**config.mk**
```make
export PLATFORM = sky130hd
export DESIGN_NAME = tmsw_cursor_unit
export DESIGN_NICKNAME = d
export VERILOG_FILES = /design/src/sv/tmsw_pkg.sv /design/src/sv/tmsw_cursor_unit.sv
export SDC_FILE = /design/constraint.sdc
export NUM_CORES = 1
export LEC_CHECK = 0
export ABC_CLOCK_PERIOD_IN_PS = 4320
export BUFFER_PORTS_ARGS = -buffer_cell sky130_fd_sc_hd__buf_2
export CORE_MARGIN = 4
export CORE_UTILIZATION = 55
export DETAILED_ROUTE_END_ITERATION = 10
export GPL_TIMING_DRIVEN = 0
export PLACE_DENSITY = 0.9
export SYNTH_ARGS = -nofsm -noshare
export SYNTH_HDL_FRONTEND = slang
export SYNTH_SLANG_ARGS = --single-unit
```
**constraint.sdc**
```tcl
create_clock -name vclk -period 4.32
set_input_delay 0.216 -clock vclk [all_inputs]
set_output_delay 0.216 -clock vclk [all_outputs]
set_load 0.005 [all_outputs]
```
**src/sv/tmsw_pkg.sv**
```systemverilog
// Shared constants, codes and types of the text mode screen writer.
// Used by tmsw_screen_ram, tmsw_cursor_unit and text_mode_screen_writer.
package tmsw_pkg;

  localparam int COLUMNS    = 80;
  localparam int USED_ROWS  = 24;
  localparam int CELL_COUNT = COLUMNS * USED_ROWS;
  localparam int COPY_COUNT = CELL_COUNT - COLUMNS;

  localparam int ADDR_W = 11;
  localparam int COL_W  = $clog2(COLUMNS);
  localparam int CODE_W = 9;
  localparam int CELL_W = 16;
  localparam int ATTR_W = 8;

  localparam logic [ADDR_W-1:0] CELL_END  = ADDR_W'(CELL_COUNT);
  localparam logic [ADDR_W-1:0] CELL_LAST = ADDR_W'(CELL_COUNT - 1);
  localparam logic [ADDR_W-1:0] COPY_LEN  = ADDR_W'(COPY_COUNT);
  localparam logic [ADDR_W-1:0] COL_STEP  = ADDR_W'(COLUMNS);
  localparam logic [COL_W-1:0]  COL_LAST  = COL_W'(COLUMNS - 1);

  localparam logic [ATTR_W-1:0] ATTR_RESET = 8'h07;
  localparam logic [7:0]        BLANK_CHAR = 8'h20;

  localparam logic [CODE_W-1:0] CODE_NEWLINE   = 9'd10;
  localparam logic [CODE_W-1:0] CODE_BACKSPACE = 9'd256;
  localparam logic [CODE_W-1:0] CODE_LEFT      = 9'd228;
  localparam logic [CODE_W-1:0] CODE_RIGHT     = 9'd229;

  localparam logic OP_PUT  = 1'b0;
  localparam logic OP_READ = 1'b1;

  // Outcome of one put code applied to the cursor.
  typedef struct packed {
    logic [ADDR_W-1:0] cursor;
    logic [COL_W-1:0]  col;
    logic              we;
    logic [ADDR_W-1:0] waddr;
    logic [CELL_W-1:0] wdata;
    logic              scroll;
  } step_t;

endpackage

```
**src/sv/tmsw_cursor_unit.sv**
```systemverilog
// Cursor arithmetic for one put code: new cursor, column, cell write and scroll.
// Depends on tmsw_pkg for codes, constants and step_t.
module tmsw_cursor_unit (
  input  logic [tmsw_pkg::ADDR_W-1:0] cursor,
  input  logic [tmsw_pkg::COL_W-1:0]  col,
  input  logic [tmsw_pkg::CODE_W-1:0] code,
  input  logic [tmsw_pkg::ATTR_W-1:0] attr,
  output tmsw_pkg::step_t             step
);

  logic [tmsw_pkg::ADDR_W-1:0] nc;
  logic [tmsw_pkg::COL_W-1:0]  ncol;
  logic [tmsw_pkg::COL_W-1:0]  col_dec;
  logic [tmsw_pkg::COL_W-1:0]  col_inc;
  logic                        at_first;
  logic                        at_last;

  assign at_first = (cursor == '0);
  assign at_last  = (cursor == tmsw_pkg::CELL_LAST);
  assign col_dec  = (col == '0) ? tmsw_pkg::COL_LAST : col - 1'b1;
  assign col_inc  = (col == tmsw_pkg::COL_LAST) ? '0 : col + 1'b1;

  always_comb begin
    nc         = cursor;
    ncol       = col;
    step.we    = 1'b0;
    step.waddr = cursor;
    step.wdata = {attr, code[7:0]};
    if (code == tmsw_pkg::CODE_NEWLINE) begin
      nc   = cursor + (tmsw_pkg::COL_STEP - tmsw_pkg::ADDR_W'(col));
      ncol = '0;
    end else if (code == tmsw_pkg::CODE_BACKSPACE) begin
      if (!at_first) begin
        nc   = cursor - 1'b1;
        ncol = col_dec;
      end
      step.we    = 1'b1;
      step.waddr = nc;
      step.wdata = {attr, tmsw_pkg::BLANK_CHAR};
    end else if (code == tmsw_pkg::CODE_LEFT) begin
      if (!at_first) begin
        nc   = cursor - 1'b1;
        ncol = col_dec;
      end
    end else if (code == tmsw_pkg::CODE_RIGHT) begin
      if (!at_last) begin
        nc   = cursor + 1'b1;
        ncol = col_inc;
      end
    end else begin
      step.we = 1'b1;
      nc      = cursor + 1'b1;
      ncol    = col_inc;
    end

    // The cursor can only leave the screen by landing exactly one past it.
    step.scroll = (nc == tmsw_pkg::CELL_END);
    step.cursor = step.scroll ? tmsw_pkg::COPY_LEN : nc;
    step.col    = step.scroll ? '0 : ncol;
  end

endmodule

```
==> flow_metrics.env <==
export IMPL_synth_top_area_cell="ha_1"
export IMPL_worstPathRequired_ns=4.10
export IMPL_drt_iter0_markers=262
export IMPL_fmax_mhz=278
export IMPL_crit_fanout=10
export IMPL_power_density_nw_per_um2=93.1
export IMPL_fin_crit_ns=3.59
export IMPL_crit_slowest_cell="o31ai_2"
export IMPL_endpoint_kind="output pin"
export IMPL_cts_resized_gates=0
export IMPL_area_growth_pct=20.7
export IMPL_synth_cells=315
export IMPL_place_congestion=0.939
export IMPL_syn_nets=365
export IMPL_period_share_pct=83.2
export IMPL_stdcell_count=431
export IMPL_core_area_sq_um=3390
export IMPL_fin_nets=437
export IMPL_yosysUniqueCellTypes=57
export IMPL_diodes=0
export IMPL_die_x_um=67.8
export IMPL_hold_path_class="in2out"
export IMPL_crit_chain="buf_2, inv_1, ha_1, nand2_1, a21oi_1, xor2_1, ha_1, a21o_1, a21oi_1, a21boi_0, o31ai_2, o211ai_2, nor4_1, and4_1, buf_6, nor3_1, buf_2"
export IMPL_syn_area_sq_um=1970
export IMPL_dr_pass1_iters=5
export IMPL_row_count=21
export IMPL_timing_setup_tns_ns=0
export IMPL_relSlewSlack_pct=51.1
export IMPL_yosys_warnings=0
export IMPL_io_pins=82
export IMPL_final_max_slew_violation_count=0
export IMPL_final_util_pct=70.1
export IMPL_final_common_cell="buf_2"
export IMPL_startpoint="col[0]"
export IMPL_maxCapViolations=0
export IMPL_post_cts_setup_buffer_count=0
export IMPL_ant_nets=0
export IMPL_outcome="complete, no violations"
export IMPL_netlist_top_cells_area="ha_1 (8.9%), nor2_1 (6.1%), a21oi_1 (5.6%)"
export IMPL_yosysTopAreaCellShare_pct=8.89
export IMPL_hold_ws_ns=0.598
export IMPL_wl_per_cell_um=15.2
export IMPL_hold_viol_final=0
export IMPL_initial_core_util_pct=58.1
export IMPL_antenna_found_initial=0
export IMPL_dpl_hpwl_um=5200
export IMPL_drive_above_1_share_pct=23.6
export IMPL_post_place_ws_ns=0.804
export IMPL_critPathArrivalTime_ns=3.38
export IMPL_finalPower_mw=0.221
export IMPL_viasPerCell=6.23
export IMPL_gr_total_overflow=0
export IMPL_vias=2684
export IMPL_grt_start_max_net_pins=11
export IMPL_finalWorstSetupSlack_ns=0.728
export IMPL_path_class="in2out"
export IMPL_worstSetupStartpointType="input port"
export IMPL_place_area_sq_um=2380
export IMPL_grt_pass1_wl_um=10300
export IMPL_worstHoldStart="attr[5]"
export IMPL_layout_common_cells="buf_2 (71), nor2_1 (32), clkbuf_1 (25), nand2_1 (25)"
export IMPL_syn_avg_cell_area_sq_um=6.25
export IMPL_leakagePower_nw=1.05
export IMPL_rsz0062_at_grt="no"
export IMPL_portBuffers=70
export IMPL_seq_cell_count=0
export IMPL_track_usage_pct=28.0
export IMPL_ff_latch_area_sq_um=0
export IMPL_setup_viol=0
export IMPL_crit_path_max_incr_delay_ns=0.31
export IMPL_stdcell_area_sq_um=2380
export IMPL_worst_pin_slew_ns=0.723
export IMPL_clkbuf_count=0
export IMPL_synth_seq_area_share_pct=0
export IMPL_drc=0
export IMPL_die_area_sq_um=4600
export IMPL_cts_hold_buf=0
export IMPL_path_buf_inv=4
export IMPL_peakVddDrop_uv=64.6
export IMPL_cp_top_family="compound AO/OA/AOI/OAI gates"
export IMPL_die_h_um=67.8
export IMPL_dp_cells=431
export IMPL_grt_pass1_vias=2272
export IMPL_routed_wl_um=6530
[final timing paths]
check	slack, ns	end	cells after the start
setup / recovery	0.73	step[30]	17
hold / removal	0.60	step[14]	2
[where the power goes]
part           total [mW]  internal, mW  leakage (nW)  switching, mW
Combinational       0.221         0.100          1.05          0.121
Sequential              0             0             0              0
Clock                   0             0             0              0
Total               0.221         0.100          1.05          0.121
[layout make-up]
type,count,area [sq um]
fillers,304,1010
repair buffers,70,350
multi-input cells,270,1750
well taps,46,57.6
plain buffers,37,189
inverters,8,30.0
[cell usage after synthesis, types with 6 or more instances]
cell / count
nand2_1: 25
and3_1: 7
xnor2_1: 12
xor2_1: 10
nand2b_1: 7
nor3_1: 18
clkbuf_1: 25
a21oi_1: 22
nor2_1: 32
a21o_1: 7
or3_1: 7
inv_1: 8
o21ai_0: 22
nand3_1: 14
a31oi_1: 6
buf_4: 9
ha_1: 14
[logic make-up after synthesis]
kind of cell	count (synthesis)	synth area share [%]
muxes	2	1.08
and+or+nand+nor	139	37.6
adders and majority gates	15	9.91
AOI/OAI and AO/OA	92	30.5
xor gates and xnor gates	22	9.78
buffers and inverters	45	11.1
[per-layer routing]
metal | vias up | global-route usage (%) | part of all wire, %
met2 | 172 | 45.8 | 45
met1 | 1207 | 39.7 | 44
met4 | 0 | 7.69 | 1.7
met5 | - | 0 | 0
li1 | 1290 | - | -
met3 | 15 | 1.15 | 9.4
Note: power is estimated with default switching activity, not from simulation.
